--- config.mk ---
export PLATFORM = sky130hd
export DESIGN_NAME = gdt_list_mem
export DESIGN_NICKNAME = d
export VERILOG_FILES = /design/src/sv/gdt_pkg.sv /design/src/sv/gdt_list_mem.sv
export SDC_FILE = /design/constraint.sdc
export NUM_CORES = 1
export LEC_CHECK = 0
export BUFFER_PORTS_ARGS = -buffer_cell sky130_fd_sc_hd__buf_2
export CAP_MARGIN = 10
export CORE_MARGIN = 3
export CORE_UTILIZATION = 30
export DETAILED_ROUTE_END_ITERATION = 7
export PLACE_DENSITY_LB_ADDON = 0.12
export RECOVER_POWER = 50
export REMOVE_ABC_BUFFERS = 1
export SLEW_MARGIN = 10
export SYNTH_ARGS = -nofsm -noshare
export SYNTH_HDL_FRONTEND = slang
export SYNTH_SLANG_ARGS = --single-unit
--- constraint.sdc ---
create_clock -name clk -period 2.6 [get_ports clk]
set_input_delay 0.13 -clock clk [delete_from_list [all_inputs] [get_ports clk]]
set_output_delay 0.13 -clock clk [all_outputs]
set_load 0.05 [all_outputs]
--- src/sv/gdt_pkg.sv ---
// Shared types, constants and helpers of the graph traversal unit.
package gdt_pkg;

  localparam int MaxVertices = 64;
  localparam int VtxW        = 6;
  localparam int CntW        = 7;
  localparam int ListDepth   = 64;

  typedef enum logic [1:0] {
    CMD_ADD_EDGE = 2'd0,
    CMD_DFS      = 2'd1,
    CMD_BFS      = 2'd2,
    CMD_REMOVE   = 2'd3
  } cmd_t;

  typedef enum logic [3:0] {
    ST_IDLE,
    ST_ADD_RA,
    ST_ADD_WA,
    ST_ADD_RB,
    ST_ADD_WB,
    ST_REM,
    ST_SCAN,
    ST_DFS_START,
    ST_DFS_RD,
    ST_DFS_EV,
    ST_BFS_START,
    ST_BFS_QRD,
    ST_BFS_ARD,
    ST_BFS_PUSH,
    ST_FLUSH
  } state_t;

  typedef struct packed {
    logic [1:0]      command;
    logic [VtxW-1:0] vertex_a;
    logic [VtxW-1:0] vertex_b;
  } in_word_t;

  typedef struct packed {
    logic [VtxW-1:0] visited_vertex;
    logic            last_of_run;
  } out_word_t;

  typedef struct packed {
    logic            push;
    logic            flush;
    logic [VtxW-1:0] vtx;
  } emit_ctl_t;

  function automatic logic [VtxW-1:0] lowest_bit(input logic [MaxVertices-1:0] m);
    logic [VtxW-1:0] r;
    r = '0;
    for (int i = MaxVertices - 1; i >= 0; i--) begin
      if (m[i]) r = VtxW'(i);
    end
    return r;
  endfunction

endpackage

--- src/sv/gdt_list_mem.sv ---
// Work list memory holding the depth-first stack or the breadth-first queue.
module gdt_list_mem #(
  parameter int DEPTH = gdt_pkg::ListDepth,
  parameter int AW    = $clog2(DEPTH)
) (
  input  logic                    clk,
  input  logic                    rd_en,
  input  logic [AW-1:0]           rd_addr,
  input  logic                    wr_en,
  input  logic [AW-1:0]           wr_addr,
  input  logic [gdt_pkg::VtxW-1:0] wr_data,
  output logic [gdt_pkg::VtxW-1:0] rd_data
);

  logic [gdt_pkg::VtxW-1:0] mem [DEPTH];
  logic [gdt_pkg::VtxW-1:0] rd_q_r;

  always_ff @(posedge clk) begin
    if (wr_en) mem[wr_addr] <= wr_data;
    if (rd_en) rd_q_r <= mem[rd_addr];
  end

  assign rd_data = rd_q_r;

endmodule

==> results.py <==
metrics = {
    "worst_hold_path": {
        "min_from": "wr_addr[1]",
        "holdPathEnd": "mem[48][0]",
        "whs_path_depth": 3,
        "hp-class": "in -> reg",
    },
    "sta": {
        "skew_ns": 0.02444,
        "final_hold_viol_count": 0,
        "relSlewSlack_pct": -38.43,
        "setup_violations": 0,
        "maxSlewViolCount": 68,
        "fmax_ghz": 0.5003,
        "setup_tns_ns": 0,
        "rsz0062_at_grt": "no",
        "fin_crit_sh_pct": 76.87,
        "post-route-min-period_ns": 1.999,
        "worst_pin_slew_ns": 2.076,
    },
    "synthesis": {
        "mappedNetlistArea_mm2": 0.01529,
        "yosysTopAreaCellShare_pct": 76.61,
        "ys_seq_elements": 390,
        "synth_ff_type": "edfxtp_1",
        "synth-async-reset-ratio_pct": 0,
        "yosys-top-cells-area": "edfxtp_1 77%, mux4_2 13%, nor2_1 1.6%, mux4_1 1.0%, mux2i_1 0.98%",
        "synth-edff-count": 390,
        "synth_most_common_cell": "edfxtp_1",
        "syn_area_per_cell_um2": 21.23,
        "netlist_top_cells_count": "390 x edfxtp_1, 87 x mux4_2, 67 x nor2_1",
        "synth.yosys.seq_area_share_pct": 76.61,
        "ys_warn_count": 0,
        "netlist_instances": 720,
        "yosysTopAreaCell": "edfxtp_1",
        "synth_cell_types": 36,
    },
    "floorplanning": {
        "start_util_pct": 30.41,
        "die_height_um": 231.7,
        "dieArea_mm2": 0.05370,
        "io_pins": 27,
        "core_mm2": 0.05027,
        "die_x_um": 231.7,
        "fp-row-count": 82,
    },
    "clock_network": {
        "post_cts_resized": 0,
        "clock_path_buffers": 3,
        "clk_latency_ns": 0.57,
        "htreeDepth": 2,
        "cts_sinks": 390,
        "cts-root-buf": "clkbuf_16",
        "cts_hold_buf": 1,
        "clkTransAtPathRegs_ns": 0.06,
        "postCtsSetupBuffers": 0,
        "cts_tree": "done",
        "cts_made_buffers": 45,
    },
    "route": {
        "wl_per_cell_um": 24.80,
        "viasPerCell": 4.835,
        "routed_wirelength_um": 38590,
        "antenna_left": 0,
        "drt-pass1-iter-count": 5,
        "drtIter0Drc": 640,
        "drc": 0,
        "dr_total_vias": 7523,
    },
    "critical_path": {
        "r2r_cells": 5,
        "regToRegStartpoint": "mem[42][0]",
        "cp_slowest_stage_delay_ns": 1.45,
        "path_max_fanout": 36,
        "end_kind": "register",
        "cp.arrival_ns": 2.25,
        "crit_family": "buffers and inverters",
        "crit_chain": "clkbuf_1 > clkbuf_1",
        "start_kind": "input pin",
        "crit_top_cell": "clkbuf_1",
        "crit_slowest_cell": "clkbuf_1",
        "reg2reg_to": "rd_data[0]",
        "reg2reg_slack_ns": 0.61,
        "critical_path_class": "in -> reg",
        "required_ns": 2.85,
        "path_buf_inv": 2,
    },
    "place": {
        "io_buffer_count": 26,
        "place.gp.congestion": 0.7694,
        "dp_cells": 1471,
        "dp_hpwl_um": 24950,
    },
    "global_route": {
        "gr-total-overflow": 0,
        "grt_pass1_wl_um": 57030,
        "grt_max_degree": 65,
        "antenna_found_initial": 3,
        "grt_util_all_layers_pct": 14.63,
        "grt_pass1_vias": 8082,
    },
    "layout": {
        "area_growth_syn_to_layout_pct": 18.78,
        "final_util_pct": 36.12,
        "nNetsFinal": 868,
        "layout.cells.non_filler": 1556,
        "drive_above_1_share_pct": 30.45,
    },
    "power": {
        "vdd.ir_drop.worst_mv": 0.3846,
        "leakagePower_nw": 5.743,
        "powerDensity_mw_per_mm2": 751.8,
    },
    "outcome": {
        "violations": "max-capacitance violations, max-slew violations",
        "status": "finished, violations left",
    },
    "run": {
        "maxCapViolCount": 2,
    },
}
[how the worst max path moves through the flow]
| stage | depth (start not counted) | startpoint | endpoint |
|---|---|---|---|
| 2_1_floorplan | 5 | mem[41][2] | rd_data[2] |
| 3_3_place_gp | 6 | rd_addr[0] | rd_data[3] |
| 3_5_place_dp | 6 | rd_addr[0] | rd_data[0] |
| 4_1_cts | 5 | mem[42][0] | rd_data[0] |
| 5_1_grt | 2 | wr_data[2] | mem[11][2] |
| 6_report | 2 | wr_data[2] | mem[18][2] |
[routing by layer]
| metal | GRT usage (%) | part of all wire [%] | routed length (µm) |
|---|---|---|---|
| met2 | 25.08 | 51 | 19670 |
| met4 | 4.241 | 2.1 | 826 |
| met1 | 19.26 | 43 | 16620 |
| met3 | 2.318 | 3.8 | 1472 |
| met5 | 0 | 0 | 0 |
[where the power goes]
part | switching, W | internal [W] | total (W)
combinational | 0.000454 | 0.000265 | 0.000720
clock | 0.00245 | 0.00348 | 0.00593
sequential | 0.0000175 | 0.00698 | 0.00700
total | 0.00292 | 0.0107 | 0.0137
[cells by family after synthesis]
logic type             count (synthesis)  synth area share [%]
flip-flops                           390                 76.61
AND/OR/NAND/NOR                      120                 3.659
multiplexers                         117                 15.49
AO/OA/AOI/OAI                         54                 2.587
buffers and inverters                 39                 1.645
[metrics by stage]
step,hold slack (ns),setup WS (ns),cell area [µm²],power (W)
detailed placement,0.4848,0.2319,16830,0.007878
finish,0.1786,0.6013,18160,0.01365
floorplan,0.2289,0.9239,15030,0.007421
CTS,0.04996,0.5929,18210,0.01388
global route,0.1821,0.4187,18150,0.01413
global placement,0.4854,0.1987,16830,0.007866
[tightest hold or removal path: stages]
cell and delay, ns:
buf_2 0.18, nor3_1 0.07, buf_4 0.17
[state kept, by name (all words and copies together) (netlist names)]
signal / cells
rd_data: 6
mem: 384
[cell type report]
cell class	count	area (µm²)
Fill cell	4722	32120
Clock buffer	57	1214
Sequential cell	390	11710
Clock inverter	23	158.9
Tap cell	672	840.8
Timing Repair Buffer	119	898.4
Antenna cell	4	10.01
Multi-Input combinational cell	291	3323
[cell usage in the layout (no fill, tap or decap), types with 9 or more instances in the layout]
| cell | instances |
|---|---|
| mux2i_1 | 15 |
| clkinv_1 | 10 |
| edfxtp_1 | 390 |
| o221ai_1 | 9 |
| buf_2 | 20 |
| mux4_2 | 87 |
| clkinv_2 | 9 |
| buf_4 | 74 |
| clkbuf_16 | 47 |
| mux2_2 | 9 |
| clkbuf_1 | 21 |
| nor2_1 | 67 |
| nand3_1 | 11 |
| o22ai_1 | 12 |
No activity file was read; power rests on OpenSTA's default activity.
