===== src/sv/gdt_pkg.sv =====
// Shared types, constants and helpers of the graph traversal unit.
package gdt_pkg;

  localparam int MaxVertices = 64;
  localparam int VtxW        = 6;
  localparam int CntW        = 7;
  localparam int ListDepth   = 64;

  typedef enum logic [1:0] {
    CMD_ADD_EDGE = 2'd0,
    CMD_DFS      = 2'd1,
    CMD_BFS      = 2'd2,
    CMD_REMOVE   = 2'd3
  } cmd_t;

  typedef enum logic [3:0] {
    ST_IDLE,
    ST_ADD_RA,
    ST_ADD_WA,
    ST_ADD_RB,
    ST_ADD_WB,
    ST_REM,
    ST_SCAN,
    ST_DFS_START,
    ST_DFS_RD,
    ST_DFS_EV,
    ST_BFS_START,
    ST_BFS_QRD,
    ST_BFS_ARD,
    ST_BFS_PUSH,
    ST_FLUSH
  } state_t;

  typedef struct packed {
    logic [1:0]      command;
    logic [VtxW-1:0] vertex_a;
    logic [VtxW-1:0] vertex_b;
  } in_word_t;

  typedef struct packed {
    logic [VtxW-1:0] visited_vertex;
    logic            last_of_run;
  } out_word_t;

  typedef struct packed {
    logic            push;
    logic            flush;
    logic [VtxW-1:0] vtx;
  } emit_ctl_t;

  function automatic logic [VtxW-1:0] lowest_bit(input logic [MaxVertices-1:0] m);
    logic [VtxW-1:0] r;
    r = '0;
    for (int i = MaxVertices - 1; i >= 0; i--) begin
      if (m[i]) r = VtxW'(i);
    end
    return r;
  endfunction

endpackage


===== src/sv/gdt_adj_mem.sv =====
// Adjacency row memory with per-row valid bits, one read and one write port.
module gdt_adj_mem #(
  parameter int NV = gdt_pkg::MaxVertices,
  parameter int AW = $clog2(NV)
) (
  input  logic          clk,
  input  logic          rst_n,
  input  logic          rd_en,
  input  logic [AW-1:0] rd_addr,
  input  logic          wr_en,
  input  logic [AW-1:0] wr_addr,
  input  logic [NV-1:0] wr_data,
  output logic [NV-1:0] rd_data
);

  logic [NV-1:0] mem [NV];
  logic [NV-1:0] row_valid_r;
  logic [NV-1:0] rd_q_r;
  logic          rd_vld_r;

  always_ff @(posedge clk) begin
    if (wr_en) mem[wr_addr] <= wr_data;
    if (rd_en) rd_q_r <= mem[rd_addr];
  end

  always_ff @(posedge clk) begin
    if (!rst_n) begin
      row_valid_r <= '0;
      rd_vld_r    <= 1'b0;
    end else begin
      if (wr_en) row_valid_r[wr_addr] <= 1'b1;
      if (rd_en) rd_vld_r <= row_valid_r[rd_addr];
    end
  end

  assign rd_data = rd_vld_r ? rd_q_r : '0;

endmodule


===== config.mk =====
export PLATFORM = sky130hd
export DESIGN_NAME = gdt_adj_mem
export DESIGN_NICKNAME = d
export VERILOG_FILES = /design/src/sv/gdt_pkg.sv /design/src/sv/gdt_adj_mem.sv
export SDC_FILE = /design/constraint.sdc
export NUM_CORES = 2
export LEC_CHECK = 0
export BUFFER_PORTS_ARGS = -buffer_cell sky130_fd_sc_hd__clkbuf_2
export CORE_MARGIN = 8
export CORE_UTILIZATION = 38
export CTS_CLUSTER_DIAMETER = 100
export DETAILED_ROUTE_END_ITERATION = 8
export MAX_ROUTING_LAYER = met4
export PLACE_DENSITY_LB_ADDON = 0.08
export SLEW_MARGIN = 20
export SYNTH_ARGS = -nofsm -noshare
export SYNTH_HDL_FRONTEND = slang
export SYNTH_SLANG_ARGS = --single-unit
export TNS_END_PERCENT = 100

===== constraint.sdc =====
create_clock -name clk -period 8.04 [get_ports clk]
set_input_delay 0.402 -clock clk [delete_from_list [all_inputs] [get_ports clk]]
set_output_delay 0.402 -clock clk [all_outputs]
set_load 0.01 [all_outputs]

==> flow_metrics.py <==
metrics = {
    "drt": {
        "wl_per_cell_um": 38.8,
        "drt-pass1-iter-count": 5,
        "drt_iter0_drc": 8504,
        "drc": 0,
        "vias": 74000,
        "routed_wl_um": 494000,
        "ant_nets": 0,
        "via_per_inst": 5.81,
    },
    "clock_network": {
        "clock_path_buffers": 4,
        "cts_tree": "built",
        "cts_root_buffer": "clkbuf_16",
        "post_cts_buffers": 0,
        "post_cts_resize_count": 0,
        "hold_buffers": 11,
        "cts.sinks": 4225,
        "clkTransAtPathRegs_ps": 60,
        "clock_latency_ps": 990,
        "htreeDepth": 5,
        "cts_made_buffers": 459,
    },
    "synth": {
        "avgSynthCellArea_um2": 25.2,
        "synth_area_leader_cell": "edfxtp_1",
        "syn-cell-area_mm2": 0.160,
        "synth_simple_gate_area_share_pct": 0.749,
        "synth-seq-area-share_pct": 79.1,
        "ys_top_cells_by_area": "edfxtp_1 78%, mux4_2 18%, dfxtp_1 0.82%, a22oi_1 0.62%, clkbuf_1 0.44%",
        "synth_top_family_by_area": "multiplexers",
        "synth_cell_types": 30,
        "synth-compound-area-share_pct": 0.989,
        "synth.area.mux_share_pct": 18.2,
        "synth-edff-count": 4160,
        "synth_commonest_cells": "4160 x edfxtp_1, 1290 x mux4_2, 188 x clkbuf_1",
        "synthXorXnorAreaFrac_pct": 0,
        "synth_fa_ha_area_share_pct": 0,
        "synth_ff_type": "edfxtp_1",
        "yosys_warnings": 0,
        "synth_top_area_share_pct": 78.3,
        "syn_nets": 6400,
        "post-synth-top-count-cell": "edfxtp_1",
        "netlist_instances": 6320,
        "async_reset_ff_share_pct": 0,
        "ys_ff_latch": 4225,
    },
    "timing": {
        "relSlewSlack_pct": 18.2,
        "worstMarginPinSlew_ps": 1230,
        "fin_setup_tns_ps": 0,
        "fin_crit_sh_pct": 40.6,
        "finalSetupViolCount": 0,
        "hold_viol": 0,
        "slew_viol_final": 0,
        "grt_setup_unrepaired": "false",
        "worst_slack_ps": 4770,
        "period_minus_slack_ps": 3270,
        "fin_worst_skew_ps": 39.3,
        "fmax_ghz": 0.306,
    },
    "worst_setup_path": {
        "worstSetupEndpointType": "register",
        "startpoint_type": "input pin",
        "worstPathArrival_ps": 3990,
        "slowest_delay_ps": 600,
        "worst_ep_required_time_ps": 8760,
        "crit_fanout": 66,
        "crit_type": "input pin to register",
        "path_cells": "buf_12 > buf_12 > buf_12 > mux4_2 > mux4_2 > a22oi_1 > nand2_1",
        "slowest_stage": "mux4_2",
        "cp_common_cell": "buf_12",
        "r2r_cells": 4,
    },
    "floorplan": {
        "num_rows": 238,
        "die_y_um": 664,
        "io_pins": 144,
        "core_mm2": 0.419,
        "die_w_um": 664,
        "fp.dieArea_mm2": 0.441,
        "initial_utilization_pct": 38.1,
    },
    "finish": {
        "filler_cell_count": 35400,
        "final_nets": 6893,
        "ff_latch_area_mm2": 0.126,
        "final_cells": 12700,
        "drive_gt1_share_pct": 32.2,
        "syn_to_final_growth_pct": 14.7,
        "multi_input_area_mm2": 0.0324,
    },
    "grt": {
        "grt_pass1_vias": 76200,
        "antenna_found_initial": 57,
        "grt.total_usage_pct": 22.7,
        "grt_max_degree": 122,
        "gr-total-overflow": 0,
        "grt_pass1_wl_um": 671000,
    },
    "power_and_ir_drop": {
        "ir_worst_vdd_uv": 190,
        "p_leak_nw": 56.3,
        "p_total_mw": 46.9,
        "power_density_mw_per_mm2": 256,
    },
    "hold_path": {
        "hold_class": "input pin to register",
        "min_path_cells": 2,
    },
    "placed_design": {
        "dp_slack_ps": 3590,
        "port_buffers": 143,
        "dp_cells": 11900,
        "routabilityCongestion": 0.732,
        "dp_hpwl_um": 243000,
    },
    "outcome": {
        "outcome": "finished, final reports clean",
    },
    "flow_run": {
        "cap_violations": 0,
    },
}
-- area by class of cell --
type / count / share of cell area, %
clock buffer: 575 / 6.62
antenna: 24 / 0.0328
sequential: 4225 / 68.9
tap: 5520 / 3.77
multi-input combinational: 1754 / 17.7
clock inverter: 262 / 1.23
timing repair buffer: 373 / 1.71
-- state kept, by name, indices dropped and copies added (netlist names) --
register / cells
row_valid_r: 64
rd_vld_r: 1
mem: 4096
rd_q_r: 64
-- power breakdown --
part           switching, mW  internal [mW]
Sequential             0.104           24.4
Combinational           1.22          0.822
Clock                   8.62           11.8
-- placed cells by master (no fill, tap or decap), types with 6 or more instances in the layout --
cell type and instances:
clkinv_1 130, buf_4 175, clkbuf_1 105, nand2_1 72, buf_12 45, clkbuf_2 88, buf_2 37, nand2b_1 10
bufinv_16 37, o21a_1 64, a2111oi_0 6, diode_2 24, mux4_2 1290, dlygate4sd3_1 21, nand3_1 10, clkinv_2 72
clkbuf_16 467, edfxtp_1 4160, nor2b_1 14, a22oi_1 131, and2_1 64, dfxtp_1 64, nor2_4 61, inv_6 9
-- metrics by stage --
step	util [%]	instance area, um^2	hold WS [ps]
after floorplan	-	160000	433
after global placement	40.2	168000	440
after detailed placement	40.2	168000	447
after CTS	43.6	183000	12.8
after global routing	43.7	183000	58.9
final	43.7	183000	97.6
-- final timing paths --
path                endpoint             from  slack (ps)
min reg2reg  row_valid_r[18]  row_valid_r[18]         460
max               rd_q_r[58]       rd_addr[0]        4770
min               mem[16][1]       wr_data[1]         100
max reg2reg       rd_q_r[45]       mem[4][45]        5540
-- layer usage --
| layer | GRT usage, % | up-vias | share of wire, % |
|---|---|---|---|
| li1 | - | 28700 | - |
| met1 | 30.3 | 42200 | 42 |
| met2 | 38.1 | 2414 | 51 |
| met3 | 2.53 | 643 | 5.0 |
| met4 | 4.72 | 0 | 2.1 |
| met5 | - | - | 0 |
-- worst max-delay path, delay by kind of cell --
kind / cells / cell delay (ps)
buffers and inverters: 3 / 1290
AOI/OAI and AO/OA: 1 / 530
muxes: 2 / 1070
and+or+nand+nor: 1 / 130
-- cells by family (layout without fill, tap and decap cells) --
family | Yosys count | count (layout)
other cells | 0 | 24
flops | 4225 | 4225
buf+inv | 341 | 1210
compound gates | 210 | 210
simple gates | 248 | 248
mux | 1296 | 1296
(Power assumes the default switching activity.)
