<file path="config.mk">
export PLATFORM = sky130hd
export DESIGN_NAME = gdt_out
export DESIGN_NICKNAME = d
export VERILOG_FILES = /design/src/sv/gdt_pkg.sv /design/src/sv/gdt_out.sv
export SDC_FILE = /design/constraint.sdc
export NUM_CORES = 1
export LEC_CHECK = 0
export BUFFER_PORTS_ARGS = -buffer_cell sky130_fd_sc_hd__buf_2
export CAP_MARGIN = 20
export CORE_MARGIN = 5
export CORE_UTILIZATION = 35
export DETAILED_ROUTE_END_ITERATION = 10
export PLACE_DENSITY_LB_ADDON = 0.05
export RECOVER_POWER = 50
export SYNTH_ARGS = -nofsm -noshare
export SYNTH_HDL_FRONTEND = slang
export SYNTH_SLANG_ARGS = --single-unit
</file>
<file path="constraint.sdc">
create_clock -name clk -period 1.75 [get_ports clk]
set_input_delay 0.525 -clock clk [delete_from_list [all_inputs] [get_ports clk]]
set_output_delay 0.525 -clock clk [all_outputs]
set_load 0.01 [all_outputs]
</file>
<file path="src/sv/gdt_pkg.sv">
// Shared types, constants and helpers of the graph traversal unit.
package gdt_pkg;

  localparam int MaxVertices = 64;
  localparam int VtxW        = 6;
  localparam int CntW        = 7;
  localparam int ListDepth   = 64;

  typedef enum logic [1:0] {
    CMD_ADD_EDGE = 2'd0,
    CMD_DFS      = 2'd1,
    CMD_BFS      = 2'd2,
    CMD_REMOVE   = 2'd3
  } cmd_t;

  typedef enum logic [3:0] {
    ST_IDLE,
    ST_ADD_RA,
    ST_ADD_WA,
    ST_ADD_RB,
    ST_ADD_WB,
    ST_REM,
    ST_SCAN,
    ST_DFS_START,
    ST_DFS_RD,
    ST_DFS_EV,
    ST_BFS_START,
    ST_BFS_QRD,
    ST_BFS_ARD,
    ST_BFS_PUSH,
    ST_FLUSH
  } state_t;

  typedef struct packed {
    logic [1:0]      command;
    logic [VtxW-1:0] vertex_a;
    logic [VtxW-1:0] vertex_b;
  } in_word_t;

  typedef struct packed {
    logic [VtxW-1:0] visited_vertex;
    logic            last_of_run;
  } out_word_t;

  typedef struct packed {
    logic            push;
    logic            flush;
    logic [VtxW-1:0] vtx;
  } emit_ctl_t;

  function automatic logic [VtxW-1:0] lowest_bit(input logic [MaxVertices-1:0] m);
    logic [VtxW-1:0] r;
    r = '0;
    for (int i = MaxVertices - 1; i >= 0; i--) begin
      if (m[i]) r = VtxW'(i);
    end
    return r;
  endfunction

endpackage

</file>
<file path="src/sv/gdt_out.sv">
// Result stage: holds one pending vertex so the last one of a run can be flagged.
module gdt_out (
  input  logic               clk,
  input  logic               rst_n,
  input  gdt_pkg::emit_ctl_t emit,
  output logic               emit_ok,
  output logic               out_valid,
  input  logic               out_ready,
  output gdt_pkg::out_word_t out_data
);

  logic                     pend_valid_r, pend_valid_nxt;
  logic [gdt_pkg::VtxW-1:0] pend_vtx_r, pend_vtx_nxt;
  logic                     out_valid_r, out_valid_nxt;
  gdt_pkg::out_word_t       out_word_r, out_word_nxt;
  logic                     slot_free;

  assign slot_free = !out_valid_r || out_ready;
  assign emit_ok   = !pend_valid_r || slot_free;

  always_comb begin
    pend_valid_nxt = pend_valid_r;
    pend_vtx_nxt   = pend_vtx_r;
    out_valid_nxt  = out_valid_r && !out_ready;
    out_word_nxt   = out_word_r;
    if (emit.push && emit_ok) begin
      if (pend_valid_r) begin
        out_valid_nxt            = 1'b1;
        out_word_nxt.visited_vertex = pend_vtx_r;
        out_word_nxt.last_of_run = 1'b0;
      end
      pend_valid_nxt = 1'b1;
      pend_vtx_nxt   = emit.vtx;
    end else if (emit.flush && emit_ok && pend_valid_r) begin
      out_valid_nxt               = 1'b1;
      out_word_nxt.visited_vertex = pend_vtx_r;
      out_word_nxt.last_of_run    = 1'b1;
      pend_valid_nxt              = 1'b0;
    end
  end

  always_ff @(posedge clk) begin
    if (!rst_n) begin
      pend_valid_r <= 1'b0;
      out_valid_r  <= 1'b0;
    end else begin
      pend_valid_r <= pend_valid_nxt;
      out_valid_r  <= out_valid_nxt;
    end
    pend_vtx_r <= pend_vtx_nxt;
    out_word_r <= out_word_nxt;
  end

  assign out_valid = out_valid_r;
  assign out_data  = out_word_r;

endmodule

</file>
==> results of run 1 <==
## report_power, final
part | switching, mW | total [mW] | leakage (nW) | internal [mW]
registers | 0.00553 | 0.415 | 0.140 | 0.410
clock network | 0.0969 | 0.185 | 0.0150 | 0.0882
logic | 0.0222 | 0.0409 | 0.0984 | 0.0187
## metal layers
layer	global-route usage	vias up	routed length, microns
met1	0.0889	133	289
li1	-	144	-
met5	0	-	0
met4	0.0829	0	10
met3	0.0376	2	84
met2	0.142	13	415
## flip-flops by register name, summed over array words and instances, names as in the netlist
| name | cells |
|---|---|
| out_data | 7 |
| out_valid | 1 |
| pend_valid_r | 1 |
| pend_vtx_r | 6 |
## cell type report
class                      instances  area (sq um)
fill                             127           683
sequential                        15           430
timing repair buffer              20          98.8
multi-input combinational          9          56.3
clock buffer                       4          26.3
tap                               15          18.8
inverter                           1          3.75
## Yosys cell counts
library cell / number / area, sq um
a21boi_1: 1 / 7.51
a31oi_1: 1 / 6.26
and2_1: 1 / 6.26
dfxtp_1: 2 / 40.0
edfxtp_1: 13 / 390
inv_1: 1 / 3.75
nand2_1: 1 / 3.75
nand2b_2: 1 / 8.76
nand3b_1: 1 / 7.51
nor2b_1: 1 / 6.26
o21ai_1: 2 / 10.0
## kinds of logic (layout without fill, tap and decap cells)
logic type,Yosys count,after routing
AO/OA/AOI/OAI,4,4
buffers and inverters,1,25
AND/OR/NAND/NOR,5,5
flip-flops,15,15
## how the worst max path moves through the flow
| stage | cells past startpoint | start | end |
|---|---|---|---|
| detailed placement | 3 | out_ready | emit_ok |
| global placement | 3 | out_ready | emit_ok |
| finish | 3 | out_ready | emit_ok |
| floorplan | 2 | out_ready | out_data[0] |
| CTS | 3 | out_ready | emit_ok |
| global route | 2 | out_valid | emit_ok |
## metrics by stage
step / setup slack [ns] / hold WS [ns] / util
2_1_floorplan: 0.369 / 0.400 / -
3_3_place_gp: 0.289 / 0.402 / 0.464
3_5_place_dp: 0.249 / 0.405 / 0.464
4_1_cts: 0.247 / 0.413 / 0.484
5_1_grt: 0.206 / 0.407 / 0.481
6_report: 0.245 / 0.423 / 0.481
==> impl_metrics.ini, run 1 <==
[status]
outcome = finished, final reports clean

[detailed_routing]
routedWlPerCell_microns = 12.5
via_per_inst = 4.56
drtPass1Iterations = 2
vias = 292
antenna_left = 0
wl_microns = 800
drtIter0Drc = 2
drc = 0

[sta]
max_freq_mhz = 664
fin_skew_ns = 0.00215
hold_viol = 0
slew_violations = 0
grt_setup_unrepaired = false
tightest_slew_ns = 0.396
max_slew_margin = 0.736
setup_viol = 0
period_share = 0.860
finalSetupTns_ns = 0
finalCriticalPeriod_ns = 1.51

[clock_network]
clock_sinks = 15
cts_root_buffer = clkbuf_4
ctsHoldBuffers = 0
cts_made_buffers = 3
cts_setup_buffers = 0
clk_latency_ns = 0.27
clk_pin_slew_worst_paths_ns = 0.08
cts_resized = 0
clk_path_buf_depth = 2
cts_tree = done
h-tree-depth = 1

[worst_hold_path]
holdPathEnd = out_data[6]
hold_start = pend_vtx_r[5]
worstHoldPathType = reg -> reg
hold_path_depth = 0

[global_routing]
grt_pass1_wl_microns = 1290
grt_overflow = 0
grt_pass1_vias = 315
grt_max_degree = 9
antenna_found_initial = 0
grt_usage = 0.0901

[floorplanning]
coreArea_sq_mm = 0.00132
die-area_sq_mm = 0.00225
die_h_microns = 47.4
rows = 13
io_pins = 20
die_w_microns = 47.4
start_util = 0.372

[layout]
design_area_sq_um = 634
area_delta_synth_final_pct = 29.3
final_common_cell = buf_2
drive_above_1_share = 0.469
final_cell_mix = buf_2, edfxtp_1, clkbuf_4
diodes = 0
fin_cells = 64
nets = 61

[yosys]
syn_inst = 25
synth-xor-area-share = 0
avgSynthCellArea_sq_um = 19.6
synthAdderAreaFrac = 0
syn-num-nets = 36
synthMuxAreaShare = 0
netlist_area_sq_um = 490
yosysWarnings = 0
ys_types = 11
yosysSeqAreaShare = 0.878
synth_top_family_by_area = simple AND/OR/NAND/NOR gates
synth_seq_cells = 15
synth_compound_area_frac = 0.0485
synth_simple_gate_area_frac = 0.0663

[pwr]
ir_drop_mv = 0.677
cellLeakagePower_nw = 0.253
powerDensity_mw_per_mm2 = 1010
power_mw = 0.641

[critical_path]
end_kind = primary output
arrival_ns = 0.98
path_cells = buf_2, nand3b_1, buf_2
critPathKind = in -> out
cp-start-kind = primary input
crit_family = buffers and inverters
worst-r2r-setup-slack_ns = 0.48
worstPathRequired_ns = 1.22
crit_fanout = 3
cp_common_cell = buf_2
ff2ff_path_depth = 3
rr_endpoint = out_data[1]
regToRegStartpoint = pend_valid_r
critPathBufInv = 2
max_stage_delay_ns = 0.19
crit_path_top_delay_cell = nand3b_1

[placed_design]
gp_congestion = 0.602
place_hpwl_microns = 648
place_inst = 60
port_buffers = 19
post_dp_cell_area_sq_um = 612

[job]
cap_violations = 0
Note: power is estimated with default switching activity, not from simulation.
==> run 2, diff against run 1 <==
--- a/config.mk
+++ b/config.mk
@@ -6,10 +6,9 @@
 export NUM_CORES = 1
 export LEC_CHECK = 0
 export BUFFER_PORTS_ARGS = -buffer_cell sky130_fd_sc_hd__buf_2
-export CAP_MARGIN = 20
-export CORE_MARGIN = 5
-export CORE_UTILIZATION = 35
+export CORE_AREA = 5 5 42 44
 export DETAILED_ROUTE_END_ITERATION = 10
+export DIE_AREA = 0 0 47 49
 export PLACE_DENSITY_LB_ADDON = 0.05
 export RECOVER_POWER = 50
 export SYNTH_ARGS = -nofsm -noshare
==> impl_metrics.ini, run 2 (synthesized netlist as in run 1, its figures left out) <==
[pwr]
powerDensity_mw_per_mm2 = 999
ir_drop_mv = 0.467
cellLeakagePower_nw = 0.253
power_mw = 0.635

[critical_path]
crit_start = out_ready
crit_fanout = 3
critPathKind = in -> out
worstPathRequired_ns = 1.22
regToRegStartpoint = pend_valid_r
cp-start-kind = primary input
arrival_ns = 0.97
end_kind = primary output

[sta]
holdWs_ns = 0.424
finalCriticalPeriod_ns = 1.50
period_share = 0.855
hold_viol = 0
tightest_slew_ns = 0.352
max_freq_mhz = 668
finalSetupTns_ns = 0
fin_skew_ns = 0.00250
grt_setup_unrepaired = false
setup_viol = 0
max_slew_margin = 0.765
slew_violations = 0

[layout]
drive_above_1_share = 0.469
final_cell_mix = buf_2, edfxtp_1, clkbuf_4
final_common_cell = buf_2
ff_latch_area_sq_um = 430
largest_reg_flops = 7
final_util = 0.454
multiInputGateArea_sq_um = 56.3
nets = 61
fill_cells = 147
area_delta_synth_final_pct = 29.6
diodes = 0

[clock_network]
ctsHoldBuffers = 0
cts_tree = done
clk_latency_ns = 0.26
cts_made_buffers = 3
clk_path_buf_depth = 2
cts_setup_buffers = 0
h-tree-depth = 1
cts_resized = 0
cts_root_buffer = clkbuf_4
clk_pin_slew_worst_paths_ns = 0.08
clock_sinks = 15

[detailed_routing]
wl_microns = 790
drc = 0
vias = 290
drtIter0Drc = 1
antenna_left = 0
routedWlPerCell_microns = 12.2
drtPass1Iterations = 2
via_per_inst = 4.46

[floorplanning]
io_pins = 20
die_w_microns = 47
coreArea_sq_mm = 0.00140
rows = 14
start_util = 0.350
die_h_microns = 49
die-area_sq_mm = 0.00230

[job]
cap_violations = 0

[global_routing]
grt_usage = 0.0770
grt_max_degree = 9
antenna_found_initial = 0
grt_pass1_vias = 336
grt_overflow = 0
grt_pass1_wl_microns = 1300

[worst_hold_path]
worstHoldPathType = reg -> reg
hold_start = pend_vtx_r[5]

[placed_design]
gp_congestion = 0.684
port_buffers = 19

[status]
outcome = finished, final reports clean
==> run 2: report_power, final <==
| part | internal (mW) | switching [mW] | total, mW |
|---|---|---|---|
| logic | 0.0187 | 0.0218 | 0.0405 |
| clock network | 0.0880 | 0.0911 | 0.179 |
| registers | 0.410 | 0.00571 | 0.415 |
| total | 0.516 | 0.119 | 0.635 |
==> run 2: per-layer routing <==
metal	up-vias	track usage	part of all wire
met5	-	0	0
met4	0	0.0276	0
met3	0	0.0332	0.10
met2	15	0.133	0.51
met1	134	0.0776	0.39
li1	141	-	-
==> run 2: worst max-delay path, stage by stage <==
cell      delay (ns)
buf_2           0.10
nand3b_1        0.18
buf_2           0.16
==> run 2: per-stage QoR <==
step | instances | cell area, sq um | worst slack [ns]
6_report | 65 | 636 | 0.253
5_1_grt | 65 | 636 | 0.197
4_1_cts | 65 | 639 | 0.247
3_5_place_dp | 61 | 613 | 0.251
3_3_place_gp | 61 | 613 | 0.287
2_1_floorplan | 25 | 490 | 0.369
==> run 2: cell type report <==
class | count | area share
Clock buffer | 4 | 0.0413
Multi-Input combinational cell | 9 | 0.0886
Sequential cell | 15 | 0.677
Timing Repair Buffer | 20 | 0.156
Inverter | 1 | 0.00591
Tap cell | 16 | 0.0315
==> run 2: final timing paths <==
check / end / slack, ns / cells after the start
setup / recovery: emit_ok / 0.25 / 3
hold / removal: out_data[6] / 0.42 / 0
setup reg to reg: out_data[6] / 0.52 / 3
hold reg to reg: out_data[6] / 0.42 / 0
==> run 3, diff against run 2 <==
--- a/config.mk
+++ b/config.mk
@@ -9,8 +9,11 @@
 export CORE_AREA = 5 5 42 44
 export DETAILED_ROUTE_END_ITERATION = 10
 export DIE_AREA = 0 0 47 49
+export GPL_TIMING_DRIVEN = 0
+export MAX_ROUTING_LAYER = met4
 export PLACE_DENSITY_LB_ADDON = 0.05
 export RECOVER_POWER = 50
+export REMOVE_ABC_BUFFERS = 1
 export SYNTH_ARGS = -nofsm -noshare
 export SYNTH_HDL_FRONTEND = slang
 export SYNTH_SLANG_ARGS = --single-unit
==> impl_metrics.ini, run 3 (synthesized netlist as in run 1, its figures left out) <==
[floorplanning]
rows = 14
coreArea_sq_mm = 0.00140
start_util = 0.350
die_w_microns = 47
die-area_sq_mm = 0.00230
die_h_microns = 49
io_pins = 20

[global_routing]
grtUsageMet1 = 0.0839
grt_overflow = 0
use_met2 = 0.127
grt_usage = 0.0795
antenna_found_initial = 0
met3_usage = 0.0369
top_usage_layer = met2
grt_pass1_vias = 323
grt_max_degree = 9
grt_pass1_wl_microns = 1280

[status]
outcome = finished, final reports clean

[clock_network]
cts_root_buffer = clkbuf_4
ctsHoldBuffers = 0
clk_path_buf_depth = 2
cts_tree = done
clock_sinks = 15
clk_latency_ns = 0.27
cts_setup_buffers = 0
clk_pin_slew_worst_paths_ns = 0.08
cts_resized = 0
cts_made_buffers = 3
h-tree-depth = 1

[sta]
finalCriticalPeriod_ns = 1.50
tightest_slew_ns = 0.592
slew_violations = 0
hold_viol = 0
max_slew_margin = 0.605
max_freq_mhz = 668
period_share = 0.856
setup_viol = 0
finalSetupTns_ns = 0
fin_skew_ns = 0.00178
grt_setup_unrepaired = false

[pwr]
powerDensity_mw_per_mm2 = 1010
cellLeakagePower_nw = 0.252
power_mw = 0.640
ir_drop_mv = 0.554
p_seq_frac = 0.650
pwr-share-comb = 0.062
swShare = 0.193
p_clk_frac = 0.288
internal_power_mw = 0.516
p_switching_mw = 0.124

[detailed_routing]
antenna_left = 0
wl_microns = 778
via_per_inst = 4.48
drc = 0
vias = 287
routedWlPerCell_microns = 12.2
drtPass1Iterations = 2
drtIter0Drc = 3

[critical_path]
worst-r2r-setup-slack_ns = 0.42
worstPathRequired_ns = 1.22
crit_path_top_delay_cell = nand3b_1
critPathKind = in -> out
cp_common_cell = buf_2
end_kind = primary output
cp-start-kind = primary input
max_stage_delay_ns = 0.18
crit_fanout = 3
arrival_ns = 0.97
path_cells = buf_2, nand3b_1, buf_2

[layout]
final_common_cell = buf_2
drive_above_1_share = 0.479
largest_reg_flops = 7
final_util = 0.451
nets = 60
diodes = 0
final_cell_mix = buf_2, edfxtp_1, clkbuf_4
area_delta_synth_final_pct = 28.8

[placed_design]
port_buffers = 19
gp_congestion = 0.679
place_hpwl_microns = 643

[worst_hold_path]
worstHoldPathType = in -> reg

[job]
cap_violations = 0
==> run 3: cell count changes in the layout (fill, tap and decap cells not counted) <==
| cell | before | now |
|---|---|---|
| and2_1 | 1 | 0 |
| and2_0 | 0 | 1 |
| clkbuf_1 | 2 | 1 |
==> run 3: worst paths after layout <==
path | start | endpoint | cells past startpoint
max | out_ready | emit_ok | 3
min reg2reg | pend_vtx_r[4] | out_data[5] | 0
min | emit[5] | pend_vtx_r[5] | 1
max reg2reg | pend_valid_r | out_data[5] | 2
==> run 3: stage by stage <==
| stage | hold WS (ns) | area, sq um | setup slack (ns) | instances |
|---|---|---|---|---|
| floorplan | 0.400 | 490 | 0.369 | 25 |
| global placement | 0.403 | 606 | 0.179 | 60 |
| detailed placement | 0.408 | 606 | 0.145 | 60 |
| CTS | 0.415 | 632 | 0.250 | 64 |
| global route | 0.411 | 632 | 0.209 | 64 |
| finish | 0.424 | 632 | 0.252 | 64 |
==> run 3: per-layer routing <==
metal / wire [microns] / part of all wire
met1: 302 / 0.39
met2: 382 / 0.49
met5: 0 / 0
met4: 0 / 0
met3: 93 / 0.12
==> run 3: area by class of cell <==
cell class / instances / area (sq um)
Sequential cell: 15 / 430
Inverter: 1 / 3.75
Fill cell: 143 / 769
Timing Repair Buffer: 19 / 95.1
Clock buffer: 4 / 26.3
Tap cell: 16 / 20.0
Multi-Input combinational cell: 9 / 56.3
==> run 3: power groups by stage <==
stage / clock network (mW) / registers (mW) / logic [mW]
final: 0.184 / 0.415 / 0.0399
after global placement: 0 / 0.423 / 0.0386
after global routing: 0.207 / 0.417 / 0.0450
after detailed placement: 0 / 0.424 / 0.0410
after floorplan: 0 / 0.427 / 0.0124
after CTS: 0.192 / 0.416 / 0.0411
==> run 3: critical path: cells and delay by family <==
kind,cells,cell delay [ns]
AND/OR/NAND/NOR,1,0.18
buffers and inverters,2,0.26
